`src/hw/rtl/atfb_pkg.sv`:
```
// Package for the API transmit frame builder: item structs, configuration
// register indexes, frame byte positions and the header byte selector.
// Depends on nothing; every other file of the block imports it.
`timescale 1ns / 1ps

package atfb_pkg;

    // One input item: a payload byte and the frame length read on a frame's first byte.
    typedef struct packed {
        logic [7:0] payload_byte;
        logic [8:0] payload_length;
    } in_item_t;

    // One result item: a byte of the serialized frame and its markers.
    typedef struct packed {
        logic [7:0] out_byte;
        logic       run_last;
        logic       frame_done;
    } out_item_t;

    // Configuration register file contents.
    typedef struct packed {
        logic [7:0]  start_delimiter;
        logic [7:0]  frame_type_code;
        logic [7:0]  frame_ident;
        logic [63:0] dest_address;
        logic [15:0] network_address;
        logic [7:0]  broadcast_radius;
        logic [7:0]  option_bits;
    } cfg_t;

    localparam int CFG_INDEX_W = 3;
    localparam int CFG_DATA_W  = 64;

    // Register indexes on the configuration port.
    localparam logic [CFG_INDEX_W-1:0] CFG_START_DELIM = 3'd0;
    localparam logic [CFG_INDEX_W-1:0] CFG_FRAME_TYPE  = 3'd1;
    localparam logic [CFG_INDEX_W-1:0] CFG_FRAME_IDENT = 3'd2;
    localparam logic [CFG_INDEX_W-1:0] CFG_DEST_ADDR   = 3'd3;
    localparam logic [CFG_INDEX_W-1:0] CFG_NET_ADDR    = 3'd4;
    localparam logic [CFG_INDEX_W-1:0] CFG_RADIUS      = 3'd5;
    localparam logic [CFG_INDEX_W-1:0] CFG_OPTIONS     = 3'd6;

    // Register values after reset.
    localparam logic [7:0]  RST_START_DELIM = 8'h7E;
    localparam logic [7:0]  RST_FRAME_TYPE  = 8'h10;
    localparam logic [7:0]  RST_FRAME_IDENT = 8'h01;
    localparam logic [63:0] RST_DEST_ADDR   = 64'h0000_0000_0000_FFFF;
    localparam logic [15:0] RST_NET_ADDR    = 16'hFFFE;
    localparam logic [7:0]  RST_RADIUS      = 8'h00;
    localparam logic [7:0]  RST_OPTIONS     = 8'h00;

    // Bytes in the length field beyond the payload itself.
    localparam logic [16:0] HEADER_EXTRA = 17'd14;

    // Byte positions within the bytes one item can cause.
    localparam int POS_W = 5;
    localparam logic [POS_W-1:0] POS_DELIM     = 5'd0;
    localparam logic [POS_W-1:0] POS_LEN_HI    = 5'd1;
    localparam logic [POS_W-1:0] POS_LEN_LO    = 5'd2;
    localparam logic [POS_W-1:0] POS_TYPE      = 5'd3;
    localparam logic [POS_W-1:0] POS_IDENT     = 5'd4;
    localparam logic [POS_W-1:0] POS_DEST_MSB  = 5'd5;
    localparam logic [POS_W-1:0] POS_DEST_LSB  = 5'd12;
    localparam logic [POS_W-1:0] POS_NET_HI    = 5'd13;
    localparam logic [POS_W-1:0] POS_NET_LO    = 5'd14;
    localparam logic [POS_W-1:0] POS_RADIUS    = 5'd15;
    localparam logic [POS_W-1:0] POS_OPTIONS   = 5'd16;
    localparam logic [POS_W-1:0] POS_DATA      = 5'd17;
    localparam logic [POS_W-1:0] POS_CHECKSUM  = 5'd18;

    // Header byte at a given position. Destination address bytes go out MSB first.
    function automatic logic [7:0] header_byte(input cfg_t cfg, input logic [15:0] total,
                                               input logic [POS_W-1:0] pos);
        logic [2:0] dest_sel;
        dest_sel = 3'(POS_DEST_LSB - pos);
        case (pos)
            POS_DELIM:   header_byte = cfg.start_delimiter;
            POS_LEN_HI:  header_byte = total[15:8];
            POS_LEN_LO:  header_byte = total[7:0];
            POS_TYPE:    header_byte = cfg.frame_type_code;
            POS_IDENT:   header_byte = cfg.frame_ident;
            POS_NET_HI:  header_byte = cfg.network_address[15:8];
            POS_NET_LO:  header_byte = cfg.network_address[7:0];
            POS_RADIUS:  header_byte = cfg.broadcast_radius;
            POS_OPTIONS: header_byte = cfg.option_bits;
            default: begin
                if (pos >= POS_DEST_MSB && pos <= POS_DEST_LSB) begin
                    header_byte = cfg.dest_address[dest_sel*8 +: 8];
                end else begin
                    header_byte = 8'h00;
                end
            end
        endcase
    endfunction

endpackage

```
`src/hw/rtl/api_transmit_frame_builder.sv`:
```
// Top level of the API transmit frame builder: item register, byte sequencer,
// checksum accumulator and result register. Depends on atfb_pkg and atfb_cfg_regs.
`timescale 1ns / 1ps

// Usage:
// Payload bytes enter on the s_ channel, one item per byte. When no frame is
// open, the item's payload_length (1 to MAX_PAYLOAD; zero counts as one, larger
// values saturate) opens a frame and the item causes 17 header bytes, the
// payload byte, and a checksum if the frame holds one byte. Later items cause
// the payload byte alone, and the closing item adds the checksum. Each result
// on m_ carries run_last on the last byte of its item and frame_done on the
// checksum.
// Throughput: while m_ready is high, one result byte per cycle, and a frame
// body streams at one item per cycle. A frame's first item holds the sequencer
// through its header and payload bytes, and the checksum if it closes the
// frame; a closing item holds it through its payload byte and checksum.
// An item waits in the item register; its bytes leave via the result register.
// Stalls: while m_ready is low the result register holds and the sequencer
// waits; one further item can be accepted only into an empty item register.
// Reset (aresetn low, synchronous) empties both registers, closes any open
// frame and restores the header registers. The user writes registers on the
// always-ready cfg_ channel only while the block is idle; the block won't check.
module api_transmit_frame_builder #(
    parameter int MAX_PAYLOAD = 256
) (
    input  logic                               aclk,
    input  logic                               aresetn,
    input  logic                               s_valid,
    output logic                               s_ready,
    input  atfb_pkg::in_item_t                 s_data,
    output logic                               m_valid,
    input  logic                               m_ready,
    output atfb_pkg::out_item_t                m_data,
    input  logic                               cfg_valid,
    output logic                               cfg_ready,
    input  logic [atfb_pkg::CFG_INDEX_W-1:0]   cfg_index,
    input  logic [atfb_pkg::CFG_DATA_W-1:0]    cfg_data
);
    import atfb_pkg::*;

    localparam int LEN_W = $clog2(MAX_PAYLOAD + 1);

    cfg_t cfg;

    // Frame tracking at the input.
    logic [LEN_W-1:0] bytes_left_reg, bytes_left_next;
    logic             s_accept;
    logic             frame_open;
    logic [16:0]      len_ext, len_sat;
    logic [LEN_W-1:0] len_first;

    // Item register.
    logic             item_valid_reg, item_valid_next;
    logic [7:0]       item_data_reg;
    logic             item_close_reg;
    logic [15:0]      item_total_reg;
    logic             item_close_next;

    // Sequencer and checksum.
    logic [POS_W-1:0] pos_reg, pos_next;
    logic [7:0]       sum_reg, sum_next;
    logic             emit, last_pos, item_done, summed;
    logic [7:0]       cur_byte;

    // Result register.
    logic             m_valid_reg, m_valid_next;
    out_item_t        m_data_reg;

    atfb_cfg_regs u_cfg_regs (
        .aclk      (aclk),
        .aresetn   (aresetn),
        .cfg_valid (cfg_valid),
        .cfg_ready (cfg_ready),
        .cfg_index (cfg_index),
        .cfg_data  (cfg_data),
        .cfg       (cfg)
    );

    // Length of a new frame: zero counts as one, larger values saturate.
    always_comb begin
        len_ext = 17'(s_data.payload_length);
        if (len_ext == 17'd0) begin
            len_sat = 17'd1;
        end else if (len_ext > 17'(MAX_PAYLOAD)) begin
            len_sat = 17'(MAX_PAYLOAD);
        end else begin
            len_sat = len_ext;
        end
        len_first = LEN_W'(len_sat);
    end

    assign frame_open = (bytes_left_reg != '0);
    assign s_accept   = s_valid && s_ready;

    // Count down payload bytes as items are accepted.
    always_comb begin
        bytes_left_next = bytes_left_reg;
        item_close_next = 1'b0;
        if (frame_open) begin
            item_close_next = (bytes_left_reg == LEN_W'(1));
        end else begin
            item_close_next = (len_first == LEN_W'(1));
        end
        if (s_accept) begin
            bytes_left_next = frame_open ? bytes_left_reg - LEN_W'(1)
                                         : len_first - LEN_W'(1);
        end
    end

    // Sequencer emits one byte per cycle while the result register can take it.
    assign emit      = item_valid_reg && (!m_valid_reg || m_ready);
    assign last_pos  = item_close_reg ? (pos_reg == POS_CHECKSUM) : (pos_reg == POS_DATA);
    assign item_done = emit && last_pos;
    assign s_ready   = !item_valid_reg || item_done;
    assign summed    = (pos_reg >= POS_TYPE) && (pos_reg <= POS_DATA);

    always_comb begin
        if (pos_reg == POS_DATA) begin
            cur_byte = item_data_reg;
        end else if (pos_reg == POS_CHECKSUM) begin
            cur_byte = ~sum_reg;
        end else begin
            cur_byte = header_byte(cfg, item_total_reg, pos_reg);
        end
    end

    // Position, item occupancy and checksum updates.
    always_comb begin
        pos_next        = pos_reg;
        item_valid_next = item_valid_reg;
        sum_next        = sum_reg;
        if (emit) begin
            pos_next = pos_reg + POS_W'(1);
            if (pos_reg == POS_DELIM || pos_reg == POS_CHECKSUM) begin
                sum_next = 8'h00;
            end else if (summed) begin
                sum_next = sum_reg + cur_byte;
            end
        end
        if (item_done) begin
            item_valid_next = 1'b0;
        end
        if (s_accept) begin
            item_valid_next = 1'b1;
            pos_next        = frame_open ? POS_DATA : POS_DELIM;
        end
    end

    // Result register handshake.
    always_comb begin
        m_valid_next = m_valid_reg;
        if (emit) begin
            m_valid_next = 1'b1;
        end else if (m_ready) begin
            m_valid_next = 1'b0;
        end
    end

    // Control state.
    always_ff @(posedge aclk) begin
        if (!aresetn) begin
            bytes_left_reg <= '0;
            item_valid_reg <= 1'b0;
            pos_reg        <= POS_DELIM;
            sum_reg        <= 8'h00;
            m_valid_reg    <= 1'b0;
        end else begin
            bytes_left_reg <= bytes_left_next;
            item_valid_reg <= item_valid_next;
            pos_reg        <= pos_next;
            sum_reg        <= sum_next;
            m_valid_reg    <= m_valid_next;
        end
    end

    // Payload registers.
    always_ff @(posedge aclk) begin
        if (s_accept) begin
            item_data_reg  <= s_data.payload_byte;
            item_close_reg <= item_close_next;
            item_total_reg <= 16'(len_sat + HEADER_EXTRA);
        end
        if (emit) begin
            m_data_reg.out_byte   <= cur_byte;
            m_data_reg.run_last   <= last_pos;
            m_data_reg.frame_done <= (pos_reg == POS_CHECKSUM);
        end
    end

    assign m_valid = m_valid_reg;
    assign m_data  = m_data_reg;

endmodule

```
`src/hw/rtl/atfb_cfg_regs.sv`:
```
// Configuration register file of the API transmit frame builder.
// Depends on atfb_pkg for the register struct, indexes and reset values.
`timescale 1ns / 1ps

module atfb_cfg_regs (
    input  logic                                 aclk,
    input  logic                                 aresetn,
    input  logic                                 cfg_valid,
    output logic                                 cfg_ready,
    input  logic [atfb_pkg::CFG_INDEX_W-1:0]     cfg_index,
    input  logic [atfb_pkg::CFG_DATA_W-1:0]      cfg_data,
    output atfb_pkg::cfg_t                       cfg
);
    import atfb_pkg::*;

    cfg_t cfg_reg;
    cfg_t cfg_next;

    // Writes are always taken; an index beyond the list changes nothing.
    assign cfg_ready = 1'b1;
    assign cfg       = cfg_reg;

    // Each register keeps the low bits of the written data.
    always_comb begin
        cfg_next = cfg_reg;
        if (cfg_valid) begin
            case (cfg_index)
                CFG_START_DELIM: cfg_next.start_delimiter  = cfg_data[7:0];
                CFG_FRAME_TYPE:  cfg_next.frame_type_code  = cfg_data[7:0];
                CFG_FRAME_IDENT: cfg_next.frame_ident      = cfg_data[7:0];
                CFG_DEST_ADDR:   cfg_next.dest_address     = cfg_data[63:0];
                CFG_NET_ADDR:    cfg_next.network_address  = cfg_data[15:0];
                CFG_RADIUS:      cfg_next.broadcast_radius = cfg_data[7:0];
                CFG_OPTIONS:     cfg_next.option_bits      = cfg_data[7:0];
                default:         cfg_next = cfg_reg;
            endcase
        end
    end

    // Register update with the documented reset values.
    always_ff @(posedge aclk) begin
        if (!aresetn) begin
            cfg_reg.start_delimiter  <= RST_START_DELIM;
            cfg_reg.frame_type_code  <= RST_FRAME_TYPE;
            cfg_reg.frame_ident      <= RST_FRAME_IDENT;
            cfg_reg.dest_address     <= RST_DEST_ADDR;
            cfg_reg.network_address  <= RST_NET_ADDR;
            cfg_reg.broadcast_radius <= RST_RADIUS;
            cfg_reg.option_bits      <= RST_OPTIONS;
        end else begin
            cfg_reg <= cfg_next;
        end
    end

endmodule

```
`config.mk`:
```
export PLATFORM = sky130hd
export DESIGN_NAME = api_transmit_frame_builder
export DESIGN_NICKNAME = d
export VERILOG_FILES = /design/src/hw/rtl/atfb_pkg.sv /design/src/hw/rtl/api_transmit_frame_builder.sv /design/src/hw/rtl/atfb_cfg_regs.sv
export SDC_FILE = /design/constraint.sdc
export NUM_CORES = 1
export LEC_CHECK = 0
export ABC_AREA = 1
export BUFFER_PORTS_ARGS = -buffer_cell sky130_fd_sc_hd__buf_2
export CAP_MARGIN = 20
export CORE_MARGIN = 2
export CORE_UTILIZATION = 53
export DETAILED_ROUTE_END_ITERATION = 8
export PLACE_DENSITY = 0.77
export SKIP_CTS_REPAIR_TIMING = 1
export SLEW_MARGIN = 5
export SYNTH_ARGS = -nofsm -noshare
export SYNTH_HDL_FRONTEND = slang
export SYNTH_SLANG_ARGS = --single-unit
```
`constraint.sdc`:
```
create_clock -name aclk -period 3.4 [get_ports aclk]
set_clock_uncertainty 0.2 [all_clocks]
set_input_delay 0.68 -clock aclk [delete_from_list [all_inputs] [get_ports aclk]]
set_output_delay 0.68 -clock aclk [all_outputs]
set_load 0.05 [all_outputs]
```
==> metrics.txt <==
synth top area cells=dfxtp_1 (34%), nor2_1 (11%), edfxtp_1 (10%); drt first pass iters=5; HPWL after DPL=15.7 mm; standard-cell rows=45; worst path arrival time=3.63 ns; min-delay worst type=primary input to register; FMAX=288 MHz; Synth top area share=34.5%; initial drt markers=662; PnR worst setup slack=-0.0737 ns; Post-synth ARST share=0%; Setup violations, final=2; Slowest-stage cell, CP=dfxtp_4; largest area contributor in the netlist=dfxtp_1; Hold EP=item_data_reg[3]; # H-tree levels=4; CTS clk-pin slew, worst paths=0.07 ns; Mapped Cells=1148; Yosys cell types=48; dominant synthesized flop cell=dfxtp_1; Skew-Pair Late Insertion Delay=0.44 ns; IO buf count=100; Syn Area/Cell=7.28 µm²; startpoint class of the critical path=register; Inst Count DP=1468; total grt overflow=0; vias in the first global route=7413; leakage=4.72 nW; EDFF count, synth=29; violated checks=negative setup slack; most common library cell in the layout ignoring fill and taps=nor2_1; initial antenna violation count=0; Non-Filler Instances=1507; worst setup path class=register to register; sequential element share of the synthesized area=44.9%; Final Power=5.34 mW; Rel. slew slack=55.3%; RSZ-0062 raised after global routing=true; Crit. End Element=register; Area Overhead vs Synth=21.6%; first-pass GRT wire length=35.8 mm; core box area=15300 µm²; Worst R2R Setup Slack=-0.07 ns; post-route ant nets=0; Slew Viols, Final=0; status=complete, but fails checks; clk buf depth=2; pwr/cell area=525 nW/µm²; fin crit period=3.47 ns; Peak VDD IR=0.000383 V; crit-path max FO=6; Total Nets Final=1391; vias=8034; max_cap viols=0; Yosys warning count=0; CTS tree=built; CTS Buf Count=17; IO Pins=102; layout cells sized above 1=20.4%; die height=130 µm; worst endpoint required time=3.56 ns; post-synthesis register bit count=173; DRC violations left=0; Final Hold Fails=0; R2R Path End=sum_reg[6]; most frequent CP cell=nand2_1; Hold Path Stages=1; diode count=0; vias per cell=5.33; crit path cell chain=ha_4, inv_4, nor2_4, ha_4, inv_2, nand2_2, nor2_1, nand2_1, nor2_4, o2111ai_2, a21oi_2, o21a_1, ha_2, inv_2, fa_2, nor2_1, o21ai_1, nand2_1, nand2_1, nand2_1, a21oi_2, a21oi_1, o21ai_1, a21oi_1; clk root buf=clkbuf_16; DR WL/cell=14.8 µm; worst slack, placed=-0.101 ns; Final Wtd Congestion=0.935; worst-margin pin slew=0.669 ns; mapped cell area=8360 µm²; total clock sinks=173; Largest register FFs=120; worst stage delay on the critical path=0.38 ns; Post-Syn Nets=1256; Global Route Usage Sum=27.1%; Total Routed Length=22.3 mm; Tcrit/Tclk final=102%; most frequent cells in the layout=nor2_1 (242), nand2_1 (218), dfxtp_1 (140), o21ai_0 (128), buf_2 (100); die area=16800 µm²; worst r2r src=pos_reg[0]; Starting Density=54.6%; HP Start=s_data[12]; largest net degree at the start of global routing=126; Die Span X=130 µm; Worst R2R Path Depth=24
where the power goes:
part           leakage (nW)  total (mW)  internal, mW  switching (mW)
Combinational          2.99        1.19         0.456           0.735
Clock                 0.277        1.88          1.05           0.828
Sequential             1.45        2.27          2.20          0.0660
metal layers:
layer | vias to the layer above | GRT usage (%) | wire length, µm
met5 | - | 0 | 0
met4 | 0 | 10.1 | 503
met3 | 39 | 5.00 | 1450
met2 | 295 | 42.9 | 10300
met1 | 3664 | 37.0 | 9980
li1 | 4036 | - | -
cell type report:
class	instances	area (µm²)
Clock buffer	20	457
Clock inverter	12	110
Fill cell	1357	5140
Inverter	88	340
Multi-Input combinational cell	840	4220
Sequential cell	173	3760
Tap cell	211	264
Timing Repair Buffer	163	1020
cell usage after synthesis (7+ instances only):
master,n
nor2_1,245
nand2_1,221
dfxtp_1,144
o21ai_0,130
nand3_1,85
inv_1,82
a21oi_1,41
clkbuf_1,35
edfxtp_1,29
ha_1,18
xor2_1,10
nand4_1,9
o2111ai_1,8
a211oi_1,7
o21ai_1,7
through the flow:
step / hold WS (ns) / instance area, µm² / TNS, ns / util (%)
2_1_floorplan: 0.224 / 8400 / 0 / -
3_3_place_gp: 0.232 / 9400 / -0.0219 / 61.4
3_5_place_dp: 0.238 / 9400 / -0.167 / 61.4
4_1_cts: 0.205 / 9960 / -0.300 / 65.1
5_1_grt: 0.211 / 10200 / -0.887 / 66.4
6_report: 0.218 / 10200 / -0.142 / 66.4
worst max-delay path by stage:
stage               startpoint  slack (ns)    endpoint  depth (start not counted)
global placement    pos_reg[0]       -0.01  sum_reg[7]                         19
finish              pos_reg[0]       -0.07  sum_reg[6]                         24
floorplan           pos_reg[0]        0.02  sum_reg[6]                         27
detailed placement  pos_reg[0]       -0.10  sum_reg[7]                         19
global route        pos_reg[0]       -0.28  sum_reg[6]                         24
CTS                 pos_reg[0]       -0.21  sum_reg[7]                         20
critical path: cells and delay by family, from the launching register on:
family	cells	cell delay, ns
buf+inv	3	0.15
compound gates	8	0.98
flops	1	0.38
simple gates	9	0.76
fa+ha+maj	4	0.93
cell families (layout without fill, tap and decap cells):
| logic type | after synthesis | in the layout | share of synthesized area (%) |
|---|---|---|---|
| AO/OA/AOI/OAI | 215 | 215 | 14.4 |
| AND/OR/NAND/NOR | 590 | 590 | 29.6 |
| XOR/XNOR | 14 | 14 | 1.47 |
| flip-flops | 173 | 173 | 44.9 |
| other | 2 | 2 | 0.0898 |
| adder cells (fa/ha/maj) | 19 | 19 | 2.93 |
| buffers and inverters | 135 | 283 | 6.61 |
Power figures use the tool's default switching activity.
